**src/rtl/core/vdat_pkg.sv**
```systemverilog
// vdat_pkg: beat structs, codes and sizes shared by the VDAT plane decoder.
// No dependencies.
`timescale 1ns / 1ps

package vdat_pkg;

  // default size limits of the plane
  localparam int MaxColumnsDef = 32;
  localparam int MaxRowsDef    = 256;

  // results one token may cause, and a counter wide enough for that figure
  localparam int MaxResults = 32;
  localparam int ResW       = $clog2(MaxResults + 1);

  // configuration port
  localparam int CfgIdxW  = 1;
  localparam int CfgDataW = 9;
  localparam logic [CfgIdxW-1:0] CFG_WORDS_PER_LINE = 1'b0;
  localparam logic [CfgIdxW-1:0] CFG_PLANE_HEIGHT   = 1'b1;
  localparam logic [5:0] WordsPerLineRst = 6'd20;
  localparam logic [8:0] PlaneHeightRst  = 9'd200;

  // token kinds
  localparam logic [1:0] KIND_CMD   = 2'd0;
  localparam logic [1:0] KIND_COUNT = 2'd1;
  localparam logic [1:0] KIND_DATA  = 2'd2;

  // result status codes
  localparam logic [1:0] ST_SEGMENT  = 2'd0;
  localparam logic [1:0] ST_BAD_KIND = 2'd1;
  localparam logic [1:0] ST_TRUNC    = 2'd2;

  // decode phase: what the next token is expected to be
  typedef enum logic [2:0] {
    PH_CMD    = 3'd0,
    PH_LCOUNT = 3'd1,
    PH_RCOUNT = 3'd2,
    PH_RVALUE = 3'd3,
    PH_LWORDS = 3'd4
  } phase_t;

  // sequencer states
  typedef enum logic [1:0] {
    S_IDLE = 2'd0,
    S_EXEC = 2'd1,
    S_RUN  = 2'd2,
    S_TAIL = 2'd3
  } seq_t;

  typedef struct packed {
    logic [1:0]  token_kind;
    logic [15:0] token;
    logic [1:0]  plane;
    logic        first_of_chunk;
    logic        last_of_chunk;
  } token_beat_t;

  typedef struct packed {
    logic [1:0]  status;
    logic [1:0]  plane_index;
    logic [4:0]  column;
    logic [7:0]  start_row;
    logic [8:0]  run_length;
    logic [15:0] run_value;
    logic        last;
  } seg_beat_t;

endpackage

```
**src/rtl/core/vdat_plane_decoder.sv**
```systemverilog
// vdat_plane_decoder: VDAT bitplane decoder, tokens in, column segments out.
// Depends on vdat_pkg (beat structs, phase and sequencer enums, codes).
`timescale 1ns / 1ps

//  channel   | signals                                     | direction
//  ----------+---------------------------------------------+----------
//  token     | token_valid, token_ready, token_beat        | in
//  segment   | seg_valid, seg_ready, seg_beat              | out
//  config    | cfg_valid, cfg_ready, cfg_index, cfg_data   | in
//
// Each token is accepted in S_IDLE and decoded in S_EXEC; value and literal words then
// emit one column segment per cycle in S_RUN while the output slot is free, and then
// pass through S_TAIL; command bytes and count words go from decode to S_TAIL; a
// wrong-kind token with no truncation, or any token once the plane is full, returns to S_IDLE.
// Reset (rst, synchronous) restores the size registers and clears position.
// A held segment beat only stalls the sequencer when it must emit another.

module vdat_plane_decoder #(
  parameter int MAX_COLUMNS = vdat_pkg::MaxColumnsDef,
  parameter int MAX_ROWS    = vdat_pkg::MaxRowsDef
) (
  input  logic                          clk,
  input  logic                          rst,
  input  logic                          token_valid,
  output logic                          token_ready,
  input  vdat_pkg::token_beat_t         token_beat,
  output logic                          seg_valid,
  input  logic                          seg_ready,
  output vdat_pkg::seg_beat_t           seg_beat,
  input  logic                          cfg_valid,
  output logic                          cfg_ready,
  input  logic [vdat_pkg::CfgIdxW-1:0]  cfg_index,
  input  logic [vdat_pkg::CfgDataW-1:0] cfg_data
);

  localparam int CW = $clog2(MAX_COLUMNS + 1);
  localparam int RW = $clog2(MAX_ROWS + 1);
  localparam int TW = $clog2(MAX_COLUMNS * MAX_ROWS + 1);

  // configuration registers
  logic [5:0] words_per_line;
  logic [8:0] plane_height;

  // decode state
  vdat_pkg::seq_t   state, state_next;
  vdat_pkg::phase_t phase, phase_next;
  logic [15:0] pending_count, pending_count_next;
  logic [4:0]  cur_column, cur_column_next;
  logic [RW-1:0] cur_row, cur_row_next;
  logic [TW-1:0] words_done, words_done_next;
  logic [1:0]  cur_plane, cur_plane_next;
  logic [vdat_pkg::ResW-1:0] n_res, n_res_next;
  logic [15:0] run_count, run_count_next;
  logic [15:0] run_value, run_value_next;

  // latched token
  logic [1:0]  kind_r;
  logic [15:0] tok_r;
  logic        last_r;

  // emission into the output register
  logic                emit;
  vdat_pkg::seg_beat_t emit_beat;

  // effective sizes and plane total
  logic [CW-1:0] eff_cols;
  logic [RW-1:0] eff_rows;
  logic [TW-1:0] total;
  logic          full;

  always_comb begin
    if (words_per_line == 6'd0) begin
      eff_cols = CW'(1);
    end else if (32'(words_per_line) > 32'(MAX_COLUMNS)) begin
      eff_cols = CW'(MAX_COLUMNS);
    end else begin
      eff_cols = CW'(words_per_line);
    end
    if (plane_height == 9'd0) begin
      eff_rows = RW'(1);
    end else if (32'(plane_height) > 32'(MAX_ROWS)) begin
      eff_rows = RW'(MAX_ROWS);
    end else begin
      eff_rows = RW'(plane_height);
    end
  end

  assign total = TW'({{RW{1'b0}}, eff_cols} * {{CW{1'b0}}, eff_rows});
  assign full  = (words_done >= total);

  // shared segment unit: wrap, then minimum of room, count and words left
  logic [RW-1:0] row_w, row_after;
  logic [4:0]    col_w;
  logic [31:0]   room, left, len32;
  logic [RW-1:0] len;
  logic [TW-1:0] wd_after;
  logic [15:0]   cnt_after;

  always_comb begin
    if (cur_row >= eff_rows) begin
      row_w = '0;
      col_w = cur_column + 5'd1;
    end else begin
      row_w = cur_row;
      col_w = cur_column;
    end
    room  = 32'(eff_rows - row_w);
    left  = 32'(total - words_done);
    len32 = room;
    if (32'(run_count) < len32) begin
      len32 = 32'(run_count);
    end
    if (left < len32) begin
      len32 = left;
    end
    len       = RW'(len32);
    row_after = row_w + len;
    wd_after  = words_done + TW'(len);
    cnt_after = run_count - 16'(len);
  end

  // handshake helpers
  logic slot_free, kind_ok, run_go, res_room, res_room1, tok_acc;

  assign slot_free   = !seg_valid || seg_ready;
  assign token_ready = (state == vdat_pkg::S_IDLE);
  assign cfg_ready   = 1'b1;
  assign tok_acc     = token_valid && token_ready;
  assign res_room    = (n_res < vdat_pkg::ResW'(vdat_pkg::MaxResults));
  assign res_room1   = ((n_res + vdat_pkg::ResW'(1)) < vdat_pkg::ResW'(vdat_pkg::MaxResults));
  assign run_go      = (run_count != 16'd0) && !full && res_room;

  always_comb begin
    case (phase)
      vdat_pkg::PH_CMD:    kind_ok = (kind_r == vdat_pkg::KIND_CMD);
      vdat_pkg::PH_RCOUNT: kind_ok = (kind_r == vdat_pkg::KIND_COUNT);
      vdat_pkg::PH_LCOUNT,
      vdat_pkg::PH_RVALUE,
      vdat_pkg::PH_LWORDS: kind_ok = (kind_r == vdat_pkg::KIND_DATA);
      default:             kind_ok = 1'b1;
    endcase
  end

  // next state
  always_comb begin
    state_next = state;
    case (state)
      vdat_pkg::S_IDLE: begin
        if (token_valid) state_next = vdat_pkg::S_EXEC;
      end
      vdat_pkg::S_EXEC: begin
        if (full) begin
          state_next = vdat_pkg::S_IDLE;
        end else if (!kind_ok) begin
          if (slot_free) begin
            state_next = (last_r && phase != vdat_pkg::PH_CMD) ?
                         vdat_pkg::S_TAIL : vdat_pkg::S_IDLE;
          end
        end else if (phase == vdat_pkg::PH_RVALUE || phase == vdat_pkg::PH_LWORDS) begin
          state_next = vdat_pkg::S_RUN;
        end else begin
          state_next = vdat_pkg::S_TAIL;
        end
      end
      vdat_pkg::S_RUN: begin
        if (!run_go) state_next = vdat_pkg::S_TAIL;
      end
      vdat_pkg::S_TAIL: begin
        if (!full && last_r && phase != vdat_pkg::PH_CMD && res_room && !slot_free) begin
          state_next = vdat_pkg::S_TAIL;
        end else begin
          state_next = vdat_pkg::S_IDLE;
        end
      end
      default: state_next = vdat_pkg::S_IDLE;
    endcase
  end

  // datapath and emission
  always_comb begin
    logic [7:0] cmd_b;
    logic       more, trunc;
    cmd_b              = tok_r[7:0];
    more               = 1'b0;
    trunc              = 1'b0;
    phase_next         = phase;
    pending_count_next = pending_count;
    cur_column_next    = cur_column;
    cur_row_next       = cur_row;
    words_done_next    = words_done;
    cur_plane_next     = cur_plane;
    n_res_next         = n_res;
    run_count_next     = run_count;
    run_value_next     = run_value;
    emit               = 1'b0;
    emit_beat.status      = vdat_pkg::ST_SEGMENT;
    emit_beat.plane_index = cur_plane;
    emit_beat.column      = cur_column;
    emit_beat.start_row   = 8'(cur_row);
    emit_beat.run_length  = 9'd0;
    emit_beat.run_value   = 16'd0;
    emit_beat.last        = 1'b1;
    case (state)
      vdat_pkg::S_IDLE: begin
        n_res_next = '0;
        // start of a chunk clears position before the token is decoded
        if (tok_acc && token_beat.first_of_chunk) begin
          phase_next         = vdat_pkg::PH_CMD;
          pending_count_next = 16'd0;
          cur_column_next    = 5'd0;
          cur_row_next       = '0;
          words_done_next    = '0;
          cur_plane_next     = token_beat.plane;
        end
      end
      vdat_pkg::S_EXEC: begin
        if (full) begin
          // plane complete: token ignored
        end else if (!kind_ok) begin
          emit_beat.status = vdat_pkg::ST_BAD_KIND;
          emit_beat.last   = !(last_r && phase != vdat_pkg::PH_CMD);
          if (slot_free) begin
            emit       = 1'b1;
            n_res_next = n_res + vdat_pkg::ResW'(1);
          end
        end else begin
          case (phase)
            vdat_pkg::PH_CMD: begin
              if (cmd_b == 8'd0) begin
                phase_next = vdat_pkg::PH_LCOUNT;
              end else if (cmd_b == 8'd1) begin
                phase_next = vdat_pkg::PH_RCOUNT;
              end else if (cmd_b inside {[8'd128:8'd255]}) begin
                pending_count_next = {8'd0, 8'd0 - cmd_b};
                phase_next         = vdat_pkg::PH_LWORDS;
              end else begin
                pending_count_next = {8'd0, cmd_b};
                phase_next         = vdat_pkg::PH_RVALUE;
              end
            end
            vdat_pkg::PH_LCOUNT: begin
              pending_count_next = tok_r;
              phase_next = (tok_r != 16'd0) ? vdat_pkg::PH_LWORDS : vdat_pkg::PH_CMD;
            end
            vdat_pkg::PH_RCOUNT: begin
              pending_count_next = tok_r;
              phase_next         = vdat_pkg::PH_RVALUE;
            end
            vdat_pkg::PH_RVALUE: begin
              run_count_next     = pending_count;
              run_value_next     = tok_r;
              pending_count_next = 16'd0;
              phase_next         = vdat_pkg::PH_CMD;
            end
            vdat_pkg::PH_LWORDS: begin
              run_count_next = 16'd1;
              run_value_next = tok_r;
              if (pending_count > 16'd1) begin
                pending_count_next = pending_count - 16'd1;
              end else begin
                pending_count_next = 16'd0;
                phase_next         = vdat_pkg::PH_CMD;
              end
            end
            default: begin
              phase_next         = vdat_pkg::PH_CMD;
              pending_count_next = 16'd0;
            end
          endcase
        end
      end
      vdat_pkg::S_RUN: begin
        // one column segment per cycle while the output slot is free; last flag by lookahead
        more  = (cnt_after != 16'd0) && (wd_after < total) && res_room1;
        trunc = (wd_after < total) && last_r && (phase != vdat_pkg::PH_CMD) && res_room1;
        emit_beat.status     = vdat_pkg::ST_SEGMENT;
        emit_beat.column     = col_w;
        emit_beat.start_row  = 8'(row_w);
        emit_beat.run_length = 9'(len);
        emit_beat.run_value  = run_value;
        emit_beat.last       = !more && !trunc;
        if (run_go && slot_free) begin
          emit            = 1'b1;
          n_res_next      = n_res + vdat_pkg::ResW'(1);
          words_done_next = wd_after;
          run_count_next  = cnt_after;
          if (row_after >= eff_rows) begin
            cur_row_next    = '0;
            cur_column_next = col_w + 5'd1;
          end else begin
            cur_row_next    = row_after;
            cur_column_next = col_w;
          end
        end
      end
      vdat_pkg::S_TAIL: begin
        emit_beat.status = vdat_pkg::ST_TRUNC;
        if (full) begin
          phase_next         = vdat_pkg::PH_CMD;
          pending_count_next = 16'd0;
        end else if (last_r && phase != vdat_pkg::PH_CMD) begin
          if (!res_room) begin
            phase_next         = vdat_pkg::PH_CMD;
            pending_count_next = 16'd0;
          end else if (slot_free) begin
            emit               = 1'b1;
            n_res_next         = n_res + vdat_pkg::ResW'(1);
            phase_next         = vdat_pkg::PH_CMD;
            pending_count_next = 16'd0;
          end
        end
      end
      default: begin
      end
    endcase
  end

  // control registers
  always_ff @(posedge clk) begin
    if (rst) begin
      state          <= vdat_pkg::S_IDLE;
      phase          <= vdat_pkg::PH_CMD;
      pending_count  <= 16'd0;
      cur_column     <= 5'd0;
      cur_row        <= '0;
      words_done     <= '0;
      cur_plane      <= 2'd0;
      n_res          <= '0;
      run_count      <= 16'd0;
      seg_valid      <= 1'b0;
      words_per_line <= vdat_pkg::WordsPerLineRst;
      plane_height   <= vdat_pkg::PlaneHeightRst;
    end else begin
      state         <= state_next;
      phase         <= phase_next;
      pending_count <= pending_count_next;
      cur_column    <= cur_column_next;
      cur_row       <= cur_row_next;
      words_done    <= words_done_next;
      cur_plane     <= cur_plane_next;
      n_res         <= n_res_next;
      run_count     <= run_count_next;
      if (emit) begin
        seg_valid <= 1'b1;
      end else if (seg_ready) begin
        seg_valid <= 1'b0;
      end
      if (cfg_valid && cfg_ready) begin
        case (cfg_index)
          vdat_pkg::CFG_WORDS_PER_LINE: words_per_line <= cfg_data[5:0];
          vdat_pkg::CFG_PLANE_HEIGHT:   plane_height   <= cfg_data;
          default: begin
          end
        endcase
      end
    end
  end

  // payload registers
  always_ff @(posedge clk) begin
    run_value <= run_value_next;
    if (tok_acc) begin
      kind_r <= token_beat.token_kind;
      tok_r  <= token_beat.token;
      last_r <= token_beat.last_of_chunk;
    end
    if (emit) begin
      seg_beat <= emit_beat;
    end
  end

  // checks
  a_res_bound: assert property (@(posedge clk) disable iff (rst)
    n_res <= vdat_pkg::ResW'(vdat_pkg::MaxResults))
    else $error("result count past limit");

  a_err_len: assert property (@(posedge clk) disable iff (rst)
    (seg_valid && seg_beat.status != vdat_pkg::ST_SEGMENT) |-> (seg_beat.run_length == 9'd0))
    else $error("error beat with nonzero length");

  a_seg_len: assert property (@(posedge clk) disable iff (rst)
    (state == vdat_pkg::S_RUN && emit) |-> (len != '0))
    else $error("empty segment emitted");

  a_first_clear: assert property (@(posedge clk) disable iff (rst)
    (tok_acc && token_beat.first_of_chunk) |=> (words_done == '0 && cur_row == '0))
    else $error("chunk start did not clear position");

endmodule
```
**config.mk**
```make
export PLATFORM = sky130hd
export DESIGN_NAME = vdat_plane_decoder
export DESIGN_NICKNAME = d
export VERILOG_FILES = /design/src/rtl/core/vdat_pkg.sv /design/src/rtl/core/vdat_plane_decoder.sv
export SDC_FILE = /design/constraint.sdc
export NUM_CORES = 1
export LEC_CHECK = 0
export ABC_CLOCK_PERIOD_IN_PS = 14000
export BUFFER_PORTS_ARGS = -buffer_cell sky130_fd_sc_hd__buf_2
export CAP_MARGIN = 20
export CELL_PAD_IN_SITES_DETAIL_PLACEMENT = 0
export CELL_PAD_IN_SITES_GLOBAL_PLACEMENT = 1
export CORE_AREA = 4 4 201 203
export CTS_CLUSTER_DIAMETER = 60
export DETAILED_ROUTE_END_ITERATION = 8
export DIE_AREA = 0 0 205 207
export HOLD_SLACK_MARGIN = 0.12
export PLACE_DENSITY_LB_ADDON = 0.1
export SYNTH_ARGS = -nofsm -noshare
export SYNTH_HDL_FRONTEND = slang
export SYNTH_SLANG_ARGS = --single-unit
```
**constraint.sdc**
```tcl
create_clock -name clk -period 14 [get_ports clk]
set_clock_uncertainty 0.05 [all_clocks]
set_input_delay 0 -clock clk [delete_from_list [all_inputs] [get_ports clk]]
set_output_delay 0 -clock clk [all_outputs]
set_load 0.05 [all_outputs]
```
## Word level (Yosys, flattened, before mapping)

Index checks and enable logic that the tools add are counted.

| storage, ports and cells | value |
|---|---|
| bits in writable memories | 0 |
| bits of input ports | 37 |
| logic and storage cells | 214 |
| register bits after elaboration | 167 |
| bits in latches | 0 |
| memory bits (read-only) | 0 |
| output and inout bits | 46 |
| memories kept | 0 |

| cells by class | value |
|---|---|
| div/mod/pow operators | 0 |
| multiplexer cells | 86 |
| add/subtract/negate cells | 10 |
| reductions and logical operators | 52 |
| magnitude comparators | 13 |
| shifts and indexed selects | 0 |
| bitwise logic cells | 2 |
| equal/unequal tests | 27 |
| $mul | 1 |

Operators with widths:

| operator | number |
|---|---|
| two-way mux 16 bit | 13 |
| one-hot mux 16 bit (3 select lines) | 2 |
| one-hot mux 16 bit (2 select lines) | 2 |
| two-way mux 9 bit | 7 |
| two-way mux 6 bit | 9 |
| nonzero test 16 bit | 3 |
| two-way mux 38 bit | 1 |
| two-way mux 3 bit | 12 |
| less-than comparator 16 x 32 -> 1 bit | 1 |
| less-than comparator 32 bit | 1 |
| two-way mux 32 bit | 1 |
| two-way mux 14 bit | 2 |
| one-hot mux 14 bit (2 select lines) | 1 |
| one-hot mux 6 bit (4 select lines) | 1 |
| two-way mux 5 bit | 4 |
| >= comparator 9 bit | 2 |
| != test 2 bit, second input constant | 9 |
| one-hot mux 9 bit (2 select lines) | 1 |
| logical AND 1 bit | 17 |
| > comparator 16 x 1 -> 1 bit, second input constant | 1 |
| subtractor 16 x 1 -> 16 bit, second input constant | 1 |
| subtractor 16 x 9 -> 16 bit | 1 |
| != test 3 bit, second input constant | 5 |
| subtractor 14 x 14 -> 15 bit | 1 |
| 51 further kinds | 93 |

## Longest topological paths before layout

Gate-level depths: netlist of the first run.

| logic depth | value |
|---|---|
| depth after elaboration | 18 |
| mapped depth | 55 |
| mapped depth without buffers | 53 |

## Worst setup path after synthesis of the first run

OpenSTA, ideal clock, no wires.

| timing path | value |
|---|---|
| kind | register to register |
| start | register plane_height[3] |
| end | register seg_beat[0] (netlist bit), data pin |
| buffers on the path | 2 |
| setup time | 0.256 ns |
| required time | 13.694 ns |
| cell stages (with the launch flop) | 50 |
| period minus slack after synthesis | 10.233 ns |
| arrival time | 9.927 ns |
| setup slack | 3.767 ns |
| cells stage by stage | dfxtp_1 > nor4_1 > a21oi_1 > nor2_1 > nand2_1 > fa_1 > fa_1 > fa_1 > inv_1 > ha_1 > nor2b_1 > o21ai_0 > a21boi_0 > o21ai_0 > a21boi_0 > o21ai_0 > a21boi_0 > nor2_1 > (+14 left out) > mux2i_1 > ha_1 > a21o_1 > a21oi_1 > nor2b_1 > o21a_1 > o41ai_1 > xnor2_1 > ha_1 > a21o_1 > a21o_1 > a21o_1 > a21o_1 > a21oi_1 > o2111ai_1 > a31oi_1 > o221ai_1 > a31o_2 |

RTL lines:

| item | RTL line | text |
|---|---|---|
| start, declared | vdat_plane_decoder.sv:42 | `logic [8:0] plane_height;` |
| start signal, assigned | vdat_plane_decoder.sv:332 | `plane_height <= vdat_pkg::PlaneHeightRst;` |
| start signal, assigned | vdat_plane_decoder.sv:351 | `vdat_pkg::CFG_PLANE_HEIGHT: plane_height <= cfg_data;` |
| end signal, assigned | vdat_plane_decoder.sv:368 | `seg_beat <= emit_beat;` |
| end, declared | vdat_plane_decoder.sv:29 | `output vdat_pkg::seg_beat_t seg_beat,` |

==> reports/metrics.cfg, run 1 <==
[final_layout]
ff_latch_area_um2=4124
fin_util_pct=39.94
num-nets-final=1869
syn_to_final_growth_pct=14.94
multiInputGateArea_um2=8442
final_area_um2=15360
n_antenna_cell=0
fill_cells=3972
finalNonFillerCells=2186
drive_gt1_share_pct=9.892

[setup_path]
critical_path_class=reg -> reg
critical_path_required_ns=14.27
startpoint_type=register
r2r_cells=46
cp_max_fo=17
end_kind=register
reg2reg_slack_ns=1.74
crit_path_start=plane_height[8]$_SDFFE_PP0P_
rr_endpoint=seg_beat[0]$_DFFE_PP_
cp_slowest_cell=nor2b_1
cp_common_cell=o21ai_0
timing.rr.start=plane_height[8]$_SDFFE_PP0P_
cp_slowest_stage_delay_ns=0.75
arrival_ns=12.54
cp-endpoint=seg_beat[0]$_DFFE_PP_

[floorplan]
die_y_um=207
start_util_pct=34.74
placementRows=72
core_area_um2=38470
die_w_um=205
die_area_um2=42440
pin_count=83

[job]
cap_violations=0

[sta]
setup_tns_ns=0
drv_slew=0
report.final.hold_viol_count=0
min_period_over_period_pct=87.57
fin_crit_ns=12.26
fmax_mhz=81.56
worst_slew_pin_slew_ns=1.100
rsz0062_at_grt=false
setup_viol=0
relSlewSlack_pct=25.89

[placement]
dpl.hpwl_mm=30.74
postPlaceCellArea_um2=14230
gp_congestion=0.8631
numPortBuffers=81
dp.cells=2101

[synthesis]
synthArstFlopShare_pct=0
ys.flop_type=dfxtp_1
synth_common_cells=nand2_1, ha_1, inv_1, nor2_1, a21oi_1
yosysSeqAreaShare_pct=30.86
synthTopCellsByArea=edfxtp_1, ha_1, dfxtp_1
synth_cells=1555
synth_cell_type_count=83
avgSynthCellArea_um2=8.595
yosysMostFrequentCell=nand2_1
synth_top_area_share_pct=17.52
synth_edf_count=78
postSynthRegisterBits=167
yosys_warnings=0
synth_area_um2=13370
synth_nets=1769
yosys.area.top_type=edfxtp_1

[detailed_routing]
drtIter0Drc=515
drtPass1Iterations=7
ant_nets=0
wl_mm=40.10
wl_per_cell_um=18.34
drc=0
via_per_inst=5.109
vias=11168

[power]
irDropWorstVdd_uv=92.12
p_per_area_nw_per_um2=164.7
finalPower_uw=2530
p_comb_share_pct=57.0
power.internal_uw=1388
p_sw_share_pct=45.16
p_switching_uw=1142
clockPowerShare_pct=19.9
p_leak_uw=0.006433
power_frac_seq_pct=23.2

[grt]
grt_pass1_wl_mm=64.19
grt_max_degree=57
antenna_found_initial=2
grt-ovfl-total=0
grt_pass1_vias=11309
grt_usage_pct=19.18

[cts]
clk_path_buf_depth=2
numClockSinks=167
h-tree-depth=4
path_clk_slew_ns=0.07
cts_tree=built
insertion_delay_ns=0.46
post_cts_buffers=0
cts-root-buf=clkbuf_16
numCtsBuffers=17

[status]
status=finished, final reports clean

[hold_path]
hp-class=in -> reg

[critical path, delay by kind of cell (launching register included)]
kind                     cells  cell delay (ns)
AO/OA/AOI/OAI               27             6.12
buffers and inverters        2             0.23
adder cells (fa/ha/maj)      9             3.45
XOR/XNOR                     1             0.18
flip-flops                   1             0.50
AND/OR/NAND/NOR              7             1.59
[final cells by class]
cell class	count	area share (%)
inverter	137	3.347
multi-input combinational	1185	54.95
clock buffer	18	2.794
tap	518	4.219
clock inverter	14	1.132
timing repair buffer	147	6.711
sequential	167	26.84
[cells by family (layout without fill, tap and decap cells)]
kind of cell	Yosys count	count (layout)	share of synthesized area (%)
multiplexers	51	51	3.988
AND/OR/NAND/NOR	557	557	19.56
buffers and inverters	203	316	6.141
adder cells (fa/ha/maj)	178	178	18.50
other	1	1	0.02806
flip-flops	167	167	30.86
XOR/XNOR	79	79	5.177
AO/OA/AOI/OAI	319	319	15.76
[power by group through the flow]
stage                     clock (uW)  sequential (uW)  combinational, uW
after floorplan                    0              603               1050
after global placement             0              597               1440
after detailed placement           0              597               1430
after CTS                        516              586               1450
after global routing             537              591               1630
final                            502              586               1440
[per-stage QoR]
stage               setup slack (ns)  hold slack (ns)
floorplan                      3.767          0.04887
global placement               1.854           0.1276
detailed placement             1.744           0.1284
CTS                            1.632           0.1714
global route                  0.3517           0.1800
finish                         1.740           0.1978
[flip-flops by register name, summed over array words and instances (netlist names), 6 cells and up]
signal and count:
tok_r 16, words_done 14, run_value 16, words_per_line 6
plane_height 9, n_res 6, pending_count 16, run_count 16
cur_row 9, seg_beat 43
[worst min-delay path by stage]
| stage | to | slack [ns] | cells after the start | startpoint |
|---|---|---|---|---|
| 6_report | tok_r[3]$_DFFE_PP_ | 0.20 | 2 | token_beat[7] |
| 5_1_grt | tok_r[6]$_DFFE_PP_ | 0.18 | 2 | token_beat[10] |
| 4_1_cts | tok_r[3]$_DFFE_PP_ | 0.17 | 2 | token_beat[7] |
| 3_5_place_dp | tok_r[12]$_DFFE_PP_ | 0.13 | 1 | token_beat[16] |
| 3_3_place_gp | kind_r[0]$_DFFE_PP_ | 0.13 | 1 | token_beat[20] |
| 2_1_floorplan | kind_r[0]$_DFFE_PP_ | 0.05 | 0 | token_beat[20] |
[layout by cell type, fill, tap and decap left out, types with 5 or more instances in the layout]
cell and n:
a22oi_1 5, nor4_1 18, nand2_1 203, and3_1 5, dlygate4sd3_1 52, a21o_1 18, o21ai_0 76, xnor2_1 60
xor2_1 19, mux2_2 15, nor3_1 35, nor2b_1 31, o21a_1 10, buf_4 14, nand2b_1 19, and2_1 40
or2_2 6, o211ai_1 9, nor2_1 116, a211oi_1 18, or3_1 6, clkbuf_16 17, o22ai_1 8, dfxtp_1 89
fa_1 33, a21oi_1 92, buf_2 81, o21bai_1 5, ha_1 143, inv_1 135, a31oi_1 7, nand4_1 16
a21boi_0 7, o32a_1 6, a221oi_1 12, edfxtp_1 78, a32o_1 5, mux2i_1 35, nand3_1 43
[per-layer routing]
metal / track usage (%) / up-vias / routed length [um]
li1: - / 5634 / -
met1: 26.88 / 5328 / 19390
met2: 31.30 / 177 / 18710
met3: 3.253 / 27 / 1399
met4: 3.835 / 2 / 592
met5: 0 / - / 7
[what timing repair did]
item,4_1_cts,5_1_grt
hold buffers,52,0
gates resized for setup,0,0
endpoints found under the hold margin,44,0
Power figures use the tool's default switching activity.
==> run 2: changes to the inputs <==
--- a/config.mk
+++ b/config.mk
@@ -11,6 +11,7 @@
 export CELL_PAD_IN_SITES_DETAIL_PLACEMENT = 0
 export CELL_PAD_IN_SITES_GLOBAL_PLACEMENT = 1
 export CORE_AREA = 4 4 201 203
+export CTS_BUF_LIST = sky130_fd_sc_hd__clkbuf_16
 export CTS_CLUSTER_DIAMETER = 60
 export DETAILED_ROUTE_END_ITERATION = 8
 export DIE_AREA = 0 0 205 207
==> reports/metrics.cfg, run 2 (synthesis gave the netlist of run 1 again) <==
[sta]
min_period_over_period_pct=87.58
setup_viol=0
report.final.hold_viol_count=0
fin_crit_ns=12.26
fmax_mhz=81.56
worst_slew_pin_slew_ns=1.103
drv_slew=0
setup_tns_ns=0
rsz0062_at_grt=false
relSlewSlack_pct=25.69

[floorplan]
core_area_um2=38470
pin_count=83
die_area_um2=42440
die_w_um=205
die_y_um=207
start_util_pct=34.74
placementRows=72

[detailed_routing]
ant_nets=0
wl_mm=40.08
via_per_inst=5.109
wl_per_cell_um=18.34
drtPass1Iterations=7
vias=11168
drc=0
drtIter0Drc=514

[placement]
dpl.hpwl_mm=30.74
gp_congestion=0.8631
numPortBuffers=81

[cts]
insertion_delay_ns=0.46
clk_path_buf_depth=2
cts-resized-gates=0
cts-root-buf=clkbuf_16
numCtsBuffers=17
path_clk_slew_ns=0.07
h-tree-depth=4
numClockSinks=167
cts_tree=built

[final_layout]
final_cell_mix=nand2_1, ha_1, inv_1
drive_gt1_share_pct=9.892
largest-register=seg_beat
final_common_cell=nand2_1
n_antenna_cell=0
largest_reg_flops=43
fill_cells=3972
ff_latch_area_um2=4124
syn_to_final_growth_pct=14.94
multiInputGateArea_um2=8442
num-nets-final=1869

[grt]
grt_pass1_wl_mm=64.19
grt-ovfl-total=0
grt_pass1_vias=11309
antenna_found_initial=2
grt_max_degree=57
grt_usage_pct=19.18

[setup_path]
startpoint_type=register
critical_path_class=reg -> reg
critical_path_required_ns=14.27
cp_slowest_stage_delay_ns=0.75
path_buf_inv=2
cp_common_cell=o21ai_0
cp_max_fo=17
reg2reg_slack_ns=1.74
end_kind=register
path_delay_family=compound AO/OA/AOI/OAI gates
arrival_ns=12.54
cp_slowest_cell=nor2b_1

[power]
p_leak_uw=0.006437
irDropWorstVdd_uv=91.91
p_per_area_nw_per_um2=164.7
finalPower_uw=2531

[status]
status=finished, final reports clean

[job]
cap_violations=0

[hold_path]
hp-class=in -> reg

[run 2: timing repair]
item / in CTS / in global routing
hold buffers: 52 / 0
buffers inserted: 0 / 0
setup endpoints to repair: 0 / 0
endpoints found under the hold margin: 44 / 0
[run 2: power by group]
| part | total (uW) | switching, uW | internal [uW] |
|---|---|---|---|
| registers | 586 | 41.0 | 545 |
| clock network | 502 | 220 | 282 |
| logic | 1440 | 883 | 560 |
[run 2: routing by layer]
layer / global-route usage (%) / wire length [um]
met1: 26.88 / 19420
met2: 31.30 / 18710
met3: 3.253 / 1381
met4: 3.835 / 569
met5: 0 / 7
[run 2: per-stage QoR]
step | area, um^2 | utilization, % | cells | hold WS [ns] | setup slack [ns]
2_1_floorplan | 13370 | - | 1555 | 0.04887 | 3.767
5_1_grt | 15360 | 39.94 | 2186 | 0.1800 | 0.3517
3_5_place_dp | 14230 | 37.00 | 2101 | 0.1284 | 1.744
6_report | 15360 | 39.94 | 2186 | 0.1980 | 1.739
4_1_cts | 15350 | 39.92 | 2185 | 0.1712 | 1.632
3_3_place_gp | 14220 | 36.98 | 2100 | 0.1276 | 1.854
[run 2: worst register-to-register path: cells and delay by family (launching register included)]
kind                       cells  cell delay [ns]
DFF                            1             0.50
xor gates and xnor gates       1             0.18
buffers and inverters          2             0.23
and+or+nand+nor                7             1.59
adders and majority gates      9             3.46
AOI/OAI and AO/OA             27             6.12
[run 2: final cells by class]
cell class	count	share of cell area (%)
Clock inverter	15	1.157
Multi-Input combinational cell	1185	54.95
Clock buffer	17	2.769
Timing Repair Buffer	147	6.711
Sequential cell	167	26.84
Inverter	137	3.347
Tap cell	518	4.219
[run 2: path summary, 6_finish.rpt]
path,from,cells after the start,end
setup / recovery,plane_height[8]$_SDFFE_PP0P_,46,seg_beat[0]$_DFFE_PP_
hold / removal,token_beat[7],2,tok_r[3]$_DFFE_PP_
setup reg to reg,plane_height[8]$_SDFFE_PP0P_,46,seg_beat[0]$_DFFE_PP_
hold reg to reg,cur_plane[1]$_SDFFE_PP0P_,0,seg_beat[40]$_DFFE_PP_
==> run 3: changes to the inputs <==
--- a/config.mk
+++ b/config.mk
@@ -10,11 +10,11 @@
 export CAP_MARGIN = 20
 export CELL_PAD_IN_SITES_DETAIL_PLACEMENT = 0
 export CELL_PAD_IN_SITES_GLOBAL_PLACEMENT = 1
-export CORE_AREA = 4 4 201 203
+export CORE_AREA = 4 4 188 190
 export CTS_BUF_LIST = sky130_fd_sc_hd__clkbuf_16
 export CTS_CLUSTER_DIAMETER = 60
 export DETAILED_ROUTE_END_ITERATION = 8
-export DIE_AREA = 0 0 205 207
+export DIE_AREA = 0 0 192 194
 export HOLD_SLACK_MARGIN = 0.12
 export PLACE_DENSITY_LB_ADDON = 0.1
 export SYNTH_ARGS = -nofsm -noshare
==> reports/metrics.cfg, run 3 (synthesis gave the netlist of run 1 again) <==
[sta]
fin_crit_ns=12.47
setup_tns_ns=0
min_period_over_period_pct=89.05
whs_ns=0.1623
report.final.hold_viol_count=0
relSlewSlack_pct=28.21
fmax_mhz=80.21
worst_slew_pin_slew_ns=1.077
drv_slew=0
rsz0062_at_grt=false
setup_viol=0

[power]
finalPower_uw=2498
p_leak_uw=0.006393
p_per_area_nw_per_um2=164.1
irDropWorstVdd_uv=102.0

[detailed_routing]
drtIter0Drc=788
routed.top_layer=met4
drt-met1-wl_mm=19.50
ant_nets=0
wl_mm=38.35
drtPass1Iterations=5
drc=0
via_per_inst=5.295
wl_per_cell_um=18.16
wl_met2_mm=17.01
vias=11184
wl_met3_mm=1.318

[floorplan]
die_w_um=192
start_util_pct=39.96
pin_count=83
core_area_um2=33450
die_area_um2=37250
die_y_um=194
placementRows=67

[cts]
numCtsBuffers=17
path_clk_slew_ns=0.07
cts_tree=built
insertion_delay_ns=0.46
clk_path_buf_depth=2
numClockSinks=167
cts-resized-gates=0
cts-root-buf=clkbuf_16
h-tree-depth=4

[setup_path]
reg2reg_slack_ns=1.53
critical_path_required_ns=14.27
path_buf_inv=2
cp_slowest_cell=mux2i_1
end_kind=register
startpoint_type=register
cp_max_fo=10
cp_slowest_stage_delay_ns=0.62
critical_path_class=reg -> reg
arrival_ns=12.74
path_delay_family=compound AO/OA/AOI/OAI gates

[placement]
gp_congestion=0.8563
dpl.hpwl_mm=28.80
dp.cells=2029
numPortBuffers=81

[final_layout]
largest_reg_flops=43
largest-register=seg_beat
finalNonFillerCells=2112
n_antenna_cell=0
drive_gt1_share_pct=9.796
final_cell_mix=nand2_1, ha_1, inv_1
num-nets-final=1865
syn_to_final_growth_pct=13.87
final_common_cell=nand2_1

[hold_path]
hp-class=in -> reg

[grt]
grt_pass1_vias=10984
antenna_found_initial=1
grt_max_degree=62
grt_usage_pct=20.80
grt_pass1_wl_mm=61.33
grt-ovfl-total=0

[status]
status=finished, final reports clean

[job]
cap_violations=0

==> run 3: changes by cell type in the layout (fill, tap and decap cells not counted) <==
cell | previous run | this run
inv_6 | 2 | 3
nor3_2 | 0 | 1
nor3_4 | 1 | 0
inv_8 | 2 | 1
dlygate4sd3_1 | 52 | 49
buf_16 | 0 | 1
clkinvlp_4 | 3 | 4
clkinv_2 | 1 | 0
buf_4 | 14 | 12
clkbuf_16 | 17 | 18
clkinv_1 | 3 | 4
bufinv_16 | 3 | 1
==> run 3: final cells by class <==
cell class                 instances  area, um^2
multi-input combinational       1185        8436
tap                              448       560.5
timing repair buffer             143        1013
inverter                         137       514.2
fill                            3350       18230
sequential                       167        4124
clock buffer                      18       450.4
clock inverter                    14       121.4
==> run 3: worst paths after layout <==
check | startpoint | endpoint | cells after the start
setup reg to reg | words_per_line[1]$_SDFFE_PP0P_ | seg_beat[0]$_DFFE_PP_ | 47
hold / removal | rst | words_done[7]$_SDFFE_PP0P_ | 3
setup / recovery | words_per_line[1]$_SDFFE_PP0P_ | seg_beat[0]$_DFFE_PP_ | 47
hold reg to reg | cur_plane[1]$_SDFFE_PP0P_ | seg_beat[40]$_DFFE_PP_ | 0
==> run 3: repair_timing <==
action / 4_1_cts / 5_1_grt
setup buffers: 0 / 0
hold buffers: 49 / 0
setup endpoints to repair: 0 / 0
hold endpoints to repair: 40 / 0
==> run 3: stage by stage <==
stage | instance area, um^2 | util [%] | setup slack (ns)
final | 15220 | 45.50 | 1.533
after CTS | 15180 | 45.40 | 1.555
after detailed placement | 14120 | 42.22 | 1.649
after global routing | 15220 | 45.50 | 0.2867
after global placement | 14120 | 42.22 | 1.698
after floorplan | 13370 | - | 3.767
==> run 3: worst register-to-register path, delay by kind of cell (launching register included) <==
family / cells / cell delay (ns)
compound gates: 23 / 5.27
xor+xnor: 1 / 0.10
mux: 1 / 0.63
simple gates: 12 / 2.55
buf+inv: 2 / 0.26
fa+ha+maj: 8 / 3.13
flops: 1 / 0.35
==> run 3: power breakdown <==
| part | internal (uW) | switching [uW] |
|---|---|---|
| Sequential | 545 | 40.0 |
| Combinational | 559 | 878 |
| Clock | 256 | 220 |
| Total | 1360 | 1140 |
==> run 3: per-layer routing <==
| layer | up-vias | GRT usage (%) |
|---|---|---|
| met5 | - | 0 |
| met4 | 0 | 4.200 |
| met3 | 26 | 2.989 |
| met2 | 198 | 32.57 |
| met1 | 5328 | 30.68 |
| li1 | 5632 | - |
